$ cat config.mk
export PLATFORM = sky130hd
export DESIGN_NAME = rgb_to_hls_converter_top
export DESIGN_NICKNAME = d
export VERILOG_FILES = /design/src/sv/rgbhls_pkg.sv /design/src/sv/rgbhls_front.sv /design/src/sv/rgbhls_div.sv /design/src/sv/rgb_to_hls_converter_top.sv
export SDC_FILE = /design/constraint.sdc
export NUM_CORES = 2
export LEC_CHECK = 0
export CORE_MARGIN = 1
export CORE_UTILIZATION = 45
export DETAILED_ROUTE_END_ITERATION = 10
export DONT_BUFFER_PORTS = 1
export PLACE_DENSITY = 0.67
export SLEW_MARGIN = 30
export SYNTH_ARGS = -nofsm -noshare
export SYNTH_HDL_FRONTEND = slang
export SYNTH_SLANG_ARGS = --single-unit
$ cat constraint.sdc
create_clock -name clk -period 49 [get_ports clk]
set_clock_uncertainty 0.15 [all_clocks]
set_input_delay 7.35 -clock clk [delete_from_list [all_inputs] [get_ports clk]]
set_output_delay 7.35 -clock clk [all_outputs]
set_load 0.01 [all_outputs]
$ cat src/sv/rgbhls_pkg.sv
// Shared constants and types for the RGB to HLS converter.
// No dependencies; rgbhls_front, the top and the testbench refer to it by scoped names.
package rgbhls_pkg;

    localparam int CHANNEL_FRAC_BITS_DEF = 12;
    localparam int HUE_FRAC_BITS_DEF     = 6;

    localparam int IN_W    = 16;
    localparam int HUE_W   = 15;
    localparam int LS_W    = 13;
    localparam int S_DATA_W = 48;
    localparam int M_DATA_W = 48;

    // Hue constants in degrees and sector offsets in units of 60 degrees
    localparam int HUE_SECTOR_DEG = 60;
    localparam int HUE_TURN_DEG   = 360;
    localparam int HUE_MAX_DEG    = 420;
    localparam int OFS_RED        = 6;
    localparam int OFS_GREEN      = 2;
    localparam int OFS_BLUE       = 4;

    typedef enum logic [1:0] {
        SEC_RED,
        SEC_GREEN,
        SEC_BLUE
    } sector_t;

endpackage

$ cat src/sv/rgbhls_front.sv
// Front stages of the converter: clamp, max/min, sector, lightness and
// divider operands. Depends on rgbhls_pkg.
module rgbhls_front #(
    parameter int CF = rgbhls_pkg::CHANNEL_FRAC_BITS_DEF,
    parameter int HF = rgbhls_pkg::HUE_FRAC_BITS_DEF,
    parameter int CW = CF + 1,
    parameter int NW = 32,
    parameter int DW = CW + 2
) (
    input  logic                          clk,
    input  logic                          rst_n,
    input  logic                          en,
    input  logic                          in_valid,
    input  logic [rgbhls_pkg::IN_W-1:0]   red,
    input  logic [rgbhls_pkg::IN_W-1:0]   green,
    input  logic [rgbhls_pkg::IN_W-1:0]   blue,
    output logic                          out_valid,
    output logic [NW-1:0]                 hue_num,
    output logic [DW-1:0]                 hue_den,
    output logic [NW-1:0]                 sat_num,
    output logic [DW-1:0]                 sat_den,
    output logic [CW-1:0]                 light,
    output logic                          grey
);

    localparam int ONE    = 1 << CF;
    localparam int HSCALE = rgbhls_pkg::HUE_SECTOR_DEG << HF;
    localparam int HSW    = 6 + HF;
    localparam int BW     = CW + 3;

    function automatic logic [CW-1:0] clamp(input logic [rgbhls_pkg::IN_W-1:0] x);
        logic [CW-1:0] v;
        if (x[rgbhls_pkg::IN_W-1])
            v = '0;
        else if (int'(x[rgbhls_pkg::IN_W-2:0]) > ONE)
            v = CW'(ONE);
        else
            v = CW'(x[rgbhls_pkg::IN_W-2:0]);
        return v;
    endfunction

    // stage 1: clamped channels
    logic [3:0]    v_reg;
    logic [CW-1:0] r_reg, g_reg, b_reg;
    // stage 2: extremes and sector
    logic [CW-1:0] mx_reg, mn_reg;
    logic [CW:0]   ab_reg;
    rgbhls_pkg::sector_t sec_reg;
    // stage 3: difference, lightness, base, saturation denominator
    logic [CW-1:0] diff_reg, light3_reg;
    logic [BW-1:0] base_reg;
    logic [CW:0]   sden_reg;
    logic          grey3_reg;
    // stage 4: operands
    logic [NW-1:0] hnum_reg, snum_reg;
    logic [DW-1:0] hden_reg, sden4_reg;
    logic [CW-1:0] light4_reg;
    logic          grey4_reg;

    logic [CW-1:0] mx_next, mn_next;
    logic [CW:0]   ab_next;
    rgbhls_pkg::sector_t sec_next;
    logic [CW:0]   sum_s3;
    logic [CW-1:0] diff_s3;
    logic [BW-1:0] base_next;
    logic [BW+HSW-1:0] prod_s4;

    always_comb
    begin
        mx_next = r_reg;
        mn_next = r_reg;
        if (g_reg < mn_next) mn_next = g_reg;
        if (b_reg < mn_next) mn_next = b_reg;
        if (g_reg > mx_next) mx_next = g_reg;
        if (b_reg > mx_next) mx_next = b_reg;
        if (r_reg == mx_next)
        begin
            sec_next = rgbhls_pkg::SEC_RED;
            ab_next  = {1'b0, g_reg} - {1'b0, b_reg};
        end
        else if (g_reg == mx_next)
        begin
            sec_next = rgbhls_pkg::SEC_GREEN;
            ab_next  = {1'b0, b_reg} - {1'b0, r_reg};
        end
        else
        begin
            sec_next = rgbhls_pkg::SEC_BLUE;
            ab_next  = {1'b0, r_reg} - {1'b0, g_reg};
        end
    end

    always_comb
    begin
        diff_s3 = mx_reg - mn_reg;
        sum_s3  = {1'b0, mx_reg} + {1'b0, mn_reg};
        case (sec_reg)
            rgbhls_pkg::SEC_RED:   base_next = BW'(rgbhls_pkg::OFS_RED) * BW'(diff_s3);
            rgbhls_pkg::SEC_GREEN: base_next = BW'(rgbhls_pkg::OFS_GREEN) * BW'(diff_s3);
            default:               base_next = BW'(rgbhls_pkg::OFS_BLUE) * BW'(diff_s3);
        endcase
        // a - b is signed but the sum stays nonnegative; wrap-around adds are exact
        base_next = base_next + BW'({{(BW-CW-1){ab_reg[CW]}}, ab_reg});
    end

    assign prod_s4 = (BW+HSW)'(base_reg) * (BW+HSW)'(HSCALE);

    always_ff @(posedge clk or negedge rst_n)
    begin
        if (!rst_n)
            v_reg <= '0;
        else if (en)
            v_reg <= {v_reg[2:0], in_valid};
    end

    always_ff @(posedge clk)
    begin
        if (en)
        begin
            r_reg <= clamp(red);
            g_reg <= clamp(green);
            b_reg <= clamp(blue);

            mx_reg  <= mx_next;
            mn_reg  <= mn_next;
            ab_reg  <= ab_next;
            sec_reg <= sec_next;

            diff_reg   <= diff_s3;
            light3_reg <= CW'((sum_s3 + (CW+1)'(1)) >> 1);
            base_reg   <= base_next;
            grey3_reg  <= (diff_s3 == '0);
            sden_reg   <= (int'(sum_s3) < ONE) ? sum_s3 : (CW+1)'(2 * ONE) - sum_s3;

            hnum_reg   <= (NW'(prod_s4) << 1) + NW'(diff_reg);
            hden_reg   <= DW'(diff_reg) << 1;
            snum_reg   <= (NW'(diff_reg) << (CF + 1)) + NW'(sden_reg);
            sden4_reg  <= DW'(sden_reg) << 1;
            light4_reg <= light3_reg;
            grey4_reg  <= grey3_reg;
        end
    end

    assign out_valid = v_reg[3];
    assign hue_num   = hnum_reg;
    assign hue_den   = hden_reg;
    assign sat_num   = snum_reg;
    assign sat_den   = sden4_reg;
    assign light     = light4_reg;
    assign grey      = grey4_reg;

endmodule

$ cat src/sv/rgbhls_div.sv
// Pipelined restoring divider, one quotient bit per stage, with a tag line.
// Depends on nothing but its parameters.
module rgbhls_div #(
    parameter int NW   = 32,
    parameter int DW   = 15,
    parameter int QW   = 15,
    parameter int TAGW = 1
) (
    input  logic            clk,
    input  logic            rst_n,
    input  logic            en,
    input  logic            in_valid,
    input  logic [NW-1:0]   num,
    input  logic [DW-1:0]   den,
    input  logic [TAGW-1:0] in_tag,
    output logic            out_valid,
    output logic [QW-1:0]   quo,
    output logic [TAGW-1:0] out_tag
);

    logic [QW-1:0]   v_reg;
    logic [DW-1:0]   rem_reg [QW];
    logic [DW-1:0]   den_reg [QW];
    logic [QW-1:0]   nlo_reg [QW];
    logic [QW-1:0]   q_reg   [QW];
    logic [TAGW-1:0] tag_reg [QW];

    always_ff @(posedge clk or negedge rst_n)
    begin
        if (!rst_n)
            v_reg <= '0;
        else if (en)
            v_reg <= {v_reg[QW-2:0], in_valid};
    end

    for (genvar k = 0; k < QW; k++)
    begin : g_stage
        logic [DW-1:0]   rem_in, den_in;
        logic [QW-1:0]   nlo_in, q_in;
        logic [TAGW-1:0] tag_in;
        logic [DW:0]     trial;
        logic            fits;

        if (k == 0)
        begin : g_first
            // quotient fits in QW bits, so the high part is already below den
            assign rem_in = DW'(num >> QW);
            assign nlo_in = num[QW-1:0];
            assign den_in = den;
            assign q_in   = '0;
            assign tag_in = in_tag;
        end
        else
        begin : g_next
            assign rem_in = rem_reg[k-1];
            assign nlo_in = nlo_reg[k-1];
            assign den_in = den_reg[k-1];
            assign q_in   = q_reg[k-1];
            assign tag_in = tag_reg[k-1];
        end

        assign trial = {rem_in, nlo_in[QW-1-k]};
        assign fits  = (trial >= {1'b0, den_in});

        always_ff @(posedge clk)
        begin
            if (en)
            begin
                rem_reg[k] <= fits ? DW'(trial - {1'b0, den_in}) : DW'(trial);
                den_reg[k] <= den_in;
                nlo_reg[k] <= nlo_in;
                q_reg[k]   <= q_in | (QW'(fits) << (QW - 1 - k));
                tag_reg[k] <= tag_in;
            end
        end
    end

    assign out_valid = v_reg[QW-1];
    assign quo       = q_reg[QW-1];
    assign out_tag   = tag_reg[QW-1];

endmodule

$ cat src/sv/rgb_to_hls_converter_top.sv
// RGB to HLS converter, stream in and stream out, one pixel per clock while the
// skid slot is free. Pipeline: 4 front stages, one stage per quotient bit (15 at
// the default sizes), and one output register.
// The divider pipelines set the depth.
// Reset (rst_n, asynchronous, active low) clears all valid bits and the skid.
// Depends on rgbhls_pkg, rgbhls_front and rgbhls_div.
module rgb_to_hls_converter_top #(
    parameter int CHANNEL_FRAC_BITS = rgbhls_pkg::CHANNEL_FRAC_BITS_DEF,
    parameter int HUE_FRAC_BITS     = rgbhls_pkg::HUE_FRAC_BITS_DEF
) (
    input  logic                              clk,
    input  logic                              rst_n,
    input  logic                              s_axis_tvalid,
    output logic                              s_axis_tready,
    // [15:0] red_in, [31:16] green_in, [47:32] blue_in
    input  logic [rgbhls_pkg::S_DATA_W-1:0]   s_axis_tdata,
    output logic                              m_axis_tvalid,
    input  logic                              m_axis_tready,
    // [14:0] hue_out, [27:15] lightness_out, [40:28] saturation_out, rest zero
    output logic [rgbhls_pkg::M_DATA_W-1:0]   m_axis_tdata
);

    localparam int CW   = CHANNEL_FRAC_BITS + 1;
    localparam int HSW  = 6 + HUE_FRAC_BITS;
    localparam int HNW  = CW + 3 + HSW;
    localparam int SNW  = CW + CHANNEL_FRAC_BITS;
    localparam int NW   = ((HNW > SNW) ? HNW : SNW) + 2;
    localparam int DW   = CW + 2;
    localparam int HQW  = $clog2((rgbhls_pkg::HUE_MAX_DEG << HUE_FRAC_BITS) + 1);
    localparam int QW   = (CW > HQW) ? CW : HQW;
    localparam int FULL = rgbhls_pkg::HUE_TURN_DEG << HUE_FRAC_BITS;
    localparam int ONE  = 1 << CHANNEL_FRAC_BITS;
    localparam int OUT_W = rgbhls_pkg::HUE_W + 2 * rgbhls_pkg::LS_W;

    // The front and divider stages advance while the skid slot is free.
    logic advance;

    logic          f_valid, f_grey;
    logic [NW-1:0] f_hnum, f_snum;
    logic [DW-1:0] f_hden, f_sden;
    logic [CW-1:0] f_light;

    logic          d_valid, d_valid_sat;
    logic [QW-1:0] hue_q, sat_q;
    logic [CW:0]   hue_tag;
    logic          sat_tag;

    logic [OUT_W-1:0] pipe_word;
    logic [QW-1:0]    hue_wrap;

    logic             out_valid_reg, out_valid_next;
    logic [OUT_W-1:0] out_data_reg, out_data_next;
    logic             skid_full_reg, skid_full_next;
    logic [OUT_W-1:0] skid_data_reg, skid_data_next;

    assign advance       = !skid_full_reg;
    assign s_axis_tready = advance;

    rgbhls_front #(
        .CF (CHANNEL_FRAC_BITS),
        .HF (HUE_FRAC_BITS),
        .CW (CW),
        .NW (NW),
        .DW (DW)
    ) u_front (
        .clk       (clk),
        .rst_n     (rst_n),
        .en        (advance),
        .in_valid  (s_axis_tvalid),
        .red       (s_axis_tdata[15:0]),
        .green     (s_axis_tdata[31:16]),
        .blue      (s_axis_tdata[47:32]),
        .out_valid (f_valid),
        .hue_num   (f_hnum),
        .hue_den   (f_hden),
        .sat_num   (f_snum),
        .sat_den   (f_sden),
        .light     (f_light),
        .grey      (f_grey)
    );

    // Hue quotient carries lightness and the grey flag alongside.
    rgbhls_div #(
        .NW   (NW),
        .DW   (DW),
        .QW   (QW),
        .TAGW (CW + 1)
    ) u_div_hue (
        .clk       (clk),
        .rst_n     (rst_n),
        .en        (advance),
        .in_valid  (f_valid),
        .num       (f_hnum),
        .den       (f_hden),
        .in_tag    ({f_grey, f_light}),
        .out_valid (d_valid),
        .quo       (hue_q),
        .out_tag   (hue_tag)
    );

    rgbhls_div #(
        .NW   (NW),
        .DW   (DW),
        .QW   (QW),
        .TAGW (1)
    ) u_div_sat (
        .clk       (clk),
        .rst_n     (rst_n),
        .en        (advance),
        .in_valid  (f_valid),
        .num       (f_snum),
        .den       (f_sden),
        .in_tag    (f_grey),
        .out_valid (d_valid_sat),
        .quo       (sat_q),
        .out_tag   (sat_tag)
    );

    // Wrap only hues strictly above a full turn; grey pixels zero hue and saturation.
    assign hue_wrap = (hue_q > QW'(FULL)) ? hue_q - QW'(FULL) : hue_q;

    always_comb
    begin
        pipe_word = '0;
        if (!hue_tag[CW])
        begin
            pipe_word[rgbhls_pkg::HUE_W-1:0] = rgbhls_pkg::HUE_W'(hue_wrap);
            pipe_word[OUT_W-1 -: rgbhls_pkg::LS_W] = rgbhls_pkg::LS_W'(sat_q);
        end
        pipe_word[rgbhls_pkg::HUE_W +: rgbhls_pkg::LS_W] = rgbhls_pkg::LS_W'(hue_tag[CW-1:0]);
    end

    // Output register plus one skid slot: a new pixel is taken while a result waits.
    always_comb
    begin
        out_valid_next = out_valid_reg;
        out_data_next  = out_data_reg;
        skid_full_next = skid_full_reg;
        skid_data_next = skid_data_reg;
        if (!out_valid_reg || m_axis_tready)
        begin
            if (skid_full_reg)
            begin
                out_valid_next = 1'b1;
                out_data_next  = skid_data_reg;
                skid_full_next = 1'b0;
            end
            else
            begin
                out_valid_next = advance && d_valid;
                out_data_next  = pipe_word;
            end
        end
        else if (advance && d_valid)
        begin
            skid_full_next = 1'b1;
            skid_data_next = pipe_word;
        end
    end

    always_ff @(posedge clk or negedge rst_n)
    begin
        if (!rst_n)
        begin
            out_valid_reg <= 1'b0;
            skid_full_reg <= 1'b0;
        end
        else
        begin
            out_valid_reg <= out_valid_next;
            skid_full_reg <= skid_full_next;
        end
    end

    always_ff @(posedge clk)
    begin
        out_data_reg  <= out_data_next;
        skid_data_reg <= skid_data_next;
    end

    assign m_axis_tvalid = out_valid_reg;
    assign m_axis_tdata  = rgbhls_pkg::M_DATA_W'(out_data_reg);

    // Both dividers stay in lockstep.
    a_div_lockstep: assert property (@(posedge clk) disable iff (!rst_n)
        (d_valid == d_valid_sat) && (!d_valid || hue_tag[CW] == sat_tag))
        else $error("hue and saturation dividers out of step");

    // The skid slot only fills behind a waiting result.
    a_skid_behind_out: assert property (@(posedge clk) disable iff (!rst_n)
        skid_full_reg |-> out_valid_reg)
        else $error("skid holds a result while the output is empty");

    // Delivered hue never exceeds a full turn; lightness never exceeds one.
    a_out_range: assert property (@(posedge clk) disable iff (!rst_n)
        out_valid_reg |-> (int'(out_data_reg[rgbhls_pkg::HUE_W-1:0]) <= FULL)
            && (int'(out_data_reg[rgbhls_pkg::HUE_W +: rgbhls_pkg::LS_W]) <= ONE))
        else $error("result out of range");

endmodule

==> reports/qor.yml <==
antenna_left: 0
rsz0062_at_grt: "false"
cts_made_buffers: 155
rows: 152
dp_slack_ns: 39.83
post-route-period-util: 0.186
die_area_mm2: 0.175
endpoint_kind: "primary output"
detail_route.vias_per_cell: 5.26
routed-wl-met3_um: 4050
cts_setup_buffers: 0
gr-total-overflow: 0
seq_area_frac_synth: 0.582
synth_cell_types: 92
async_flop_share: 0.0139
synthMostInstantiatedCell: "edfxtp_1"
outcome: "finished, final reports clean"
cp_num_cells: 1
grt_pass1_vias: 46344
r2r_cells: 21
start_util: 0.454
cts_max_level: 4
hold_buffers: 0
report.final.hold_viol_count: 0
crit_arrival_ns: 1.60
syn_inst: 6204
root_buffer: "clkbuf_16"
groute.usage.overall: 0.160
ios: 102
routed_wirelength_um: 141000
start_kind: "flip-flop"
path_cells: "inv_8"
post_dp_cell_area_mm2: 0.0808
crit_required_ns: 41.50
clockBufferDepth: 3
clk_latency_ns: 0.77
yosysWarnings: 0
die_y_um: 418
grt_pass1_wl_um: 228000
slew_headroom: 0.359
grt_max_degree: 135
clkSinkCount: 1516
slowest_stage: "dfrtp_2"
timing.fmax_mhz: 110
hp-class: "reg2reg"
drt-initial-drc-count: 2178
final.setup.worst_slack_ns: 39.90
synth_top_area_share: 0.575
synth_common_cells: "edfxtp_1, inv_1, ha_1"
syn-cell-area_mm2: 0.0780
cap_violations: 0
fin_tns_setup_ns: 0
worstMarginPinSlew_ns: 0.954
nets: 6973
drv_slew: 0
max_stage_delay_ns: 0.44
diodes: 0
path_class: "reg2out"
critPathTopFamily: "flip-flops"
syn2layout_area_growth_pct: 9.97
dr.pass1.iters: 6
numPortBuffers: 0
cts_resized: 0
path_clk_slew_ns: 0.06
synth_seq_cells: 1516
drive_gt1_frac: 0.0847
top_layer: "met4"
dpl.hpwl_um: 104000
finalCriticalPeriod_ns: 9.10
avgSynthCellArea_um2: 12.6
drc: 0
yosysTopAreaCell: "edfxtp_1"
path_max_fanout: 57
yosys-top-cells-area: "edfxtp_1, ha_1, xnor2_1, mux2_2, inv_1"
met1_length_um: 55200
die_w_um: 418
num-fill-cells: 14608
coreArea_mm2: 0.172
whs_path_depth: 0
vias: 45967
path_buf_inv: 1
design_area_mm2: 0.0858
synth_edf_count: 1495
wl_met2_um: 76100
yosys_most_used_dff: "edfxtp_1"
cts_tree: "built"
gp_congestion: 0.897
setup-violations-final: 0
largest_register_ffs: 210
wl_per_cell_um: 16.1
antenna_found_initial: 0
-- path summary, 6_finish.rpt --
kind | startpoint | to | slack, ns
worst max-delay path | skid_full_reg | s_axis_tready | 39.90
worst min-delay path | u_div_hue.q_reg[0][43] | u_div_hue.q_reg[0][58] | 0.26
worst min register to register | u_div_hue.q_reg[0][43] | u_div_hue.q_reg[0][58] | 0.26
worst max register to register | u_front.mn_reg[0] | u_front.base_reg[15] | 42.94
max in group asynchronous | rst_n | skid_full_reg | 42.50
min in group asynchronous | rst_n | u_front.v_reg[1] | 6.12
-- metal layers --
metal | GRT usage | vias to the layer above
met2 | 0.308 | 757
met5 | 0 | -
li1 | - | 22925
met1 | 0.171 | 21950
met3 | 0.0246 | 335
met4 | 0.0667 | 0
-- layout by cell type, fill, tap and decap left out, types with 80 or more instances in the layout --
master     synthesis  layout
xor2_1           190     190
ha_1             554     554
mux2i_1           84      84
clkbuf_16          0     156
mux2_2           207     207
nor2_1           344     344
o21ai_0          276     276
nand2_1          348     348
nand4_1           88      88
inv_1            590     590
xnor2_1          273     273
o21a_1            82      82
nor2b_1          105     105
a21oi_1          383     380
edfxtp_1        1495    1495
nor3_1           149     149
a21o_1            80      80
nand3_1          115     115
-- through the flow --
stage           util  instances  hold slack [ns]
4_1_cts        0.499       8735            0.259
3_5_place_dp   0.470       8455            0.255
2_1_floorplan      -       6210            0.250
5_1_grt        0.499       8735            0.265
6_report       0.499       8735            0.260
3_3_place_gp   0.470       8455            0.250
-- kinds of logic (layout without fill, tap and decap cells) --
logic type / after synthesis / after routing / share of synthesized area
xor gates and xnor gates: 463 / 463 / 0.0520
muxes: 291 / 291 / 0.0406
AOI/OAI and AO/OA: 1141 / 1141 / 0.0918
DFF: 1516 / 1516 / 0.582
and+or+nand+nor: 1473 / 1473 / 0.0933
adders and majority gates: 619 / 619 / 0.106
buffers and inverters: 700 / 915 / 0.0347
other: 1 / 7 / 0.0000481
-- cell type report --
class	count	area, um2	share of cell area
repair buffers	43	350	0.00408
flip-flops and latches	1516	45400	0.529
clock inverters	94	911	0.0106
multi-input cells	3994	30000	0.350
well taps	2310	2890	0.0337
inverters	592	2230	0.0260
clock buffers	186	4020	0.0468
-- worst register-to-register path: stages, from the launching register on --
cell and delay, ns:
edfxtp_1 0.40, ha_1 0.23, inv_1 0.07, fa_1 0.22, a211oi_1 0.11, o21ai_0 0.40, nand2_1 0.17, xnor2_1 0.72
inv_1 0.28, ha_1 0.33, o41ai_1 0.61, xnor2_1 0.19, mux2i_1 0.09, a21oi_1 0.29, ha_1 0.25, nand3_1 0.09
o31ai_1 0.31, nor4_1 0.12, o41ai_1 0.36, a21oi_1 0.13, xnor2_1 0.15, xnor2_1 0.13
Power is not shown: default switching activity piles up to over one toggle a cycle in this logic, so the estimate is an artifact.
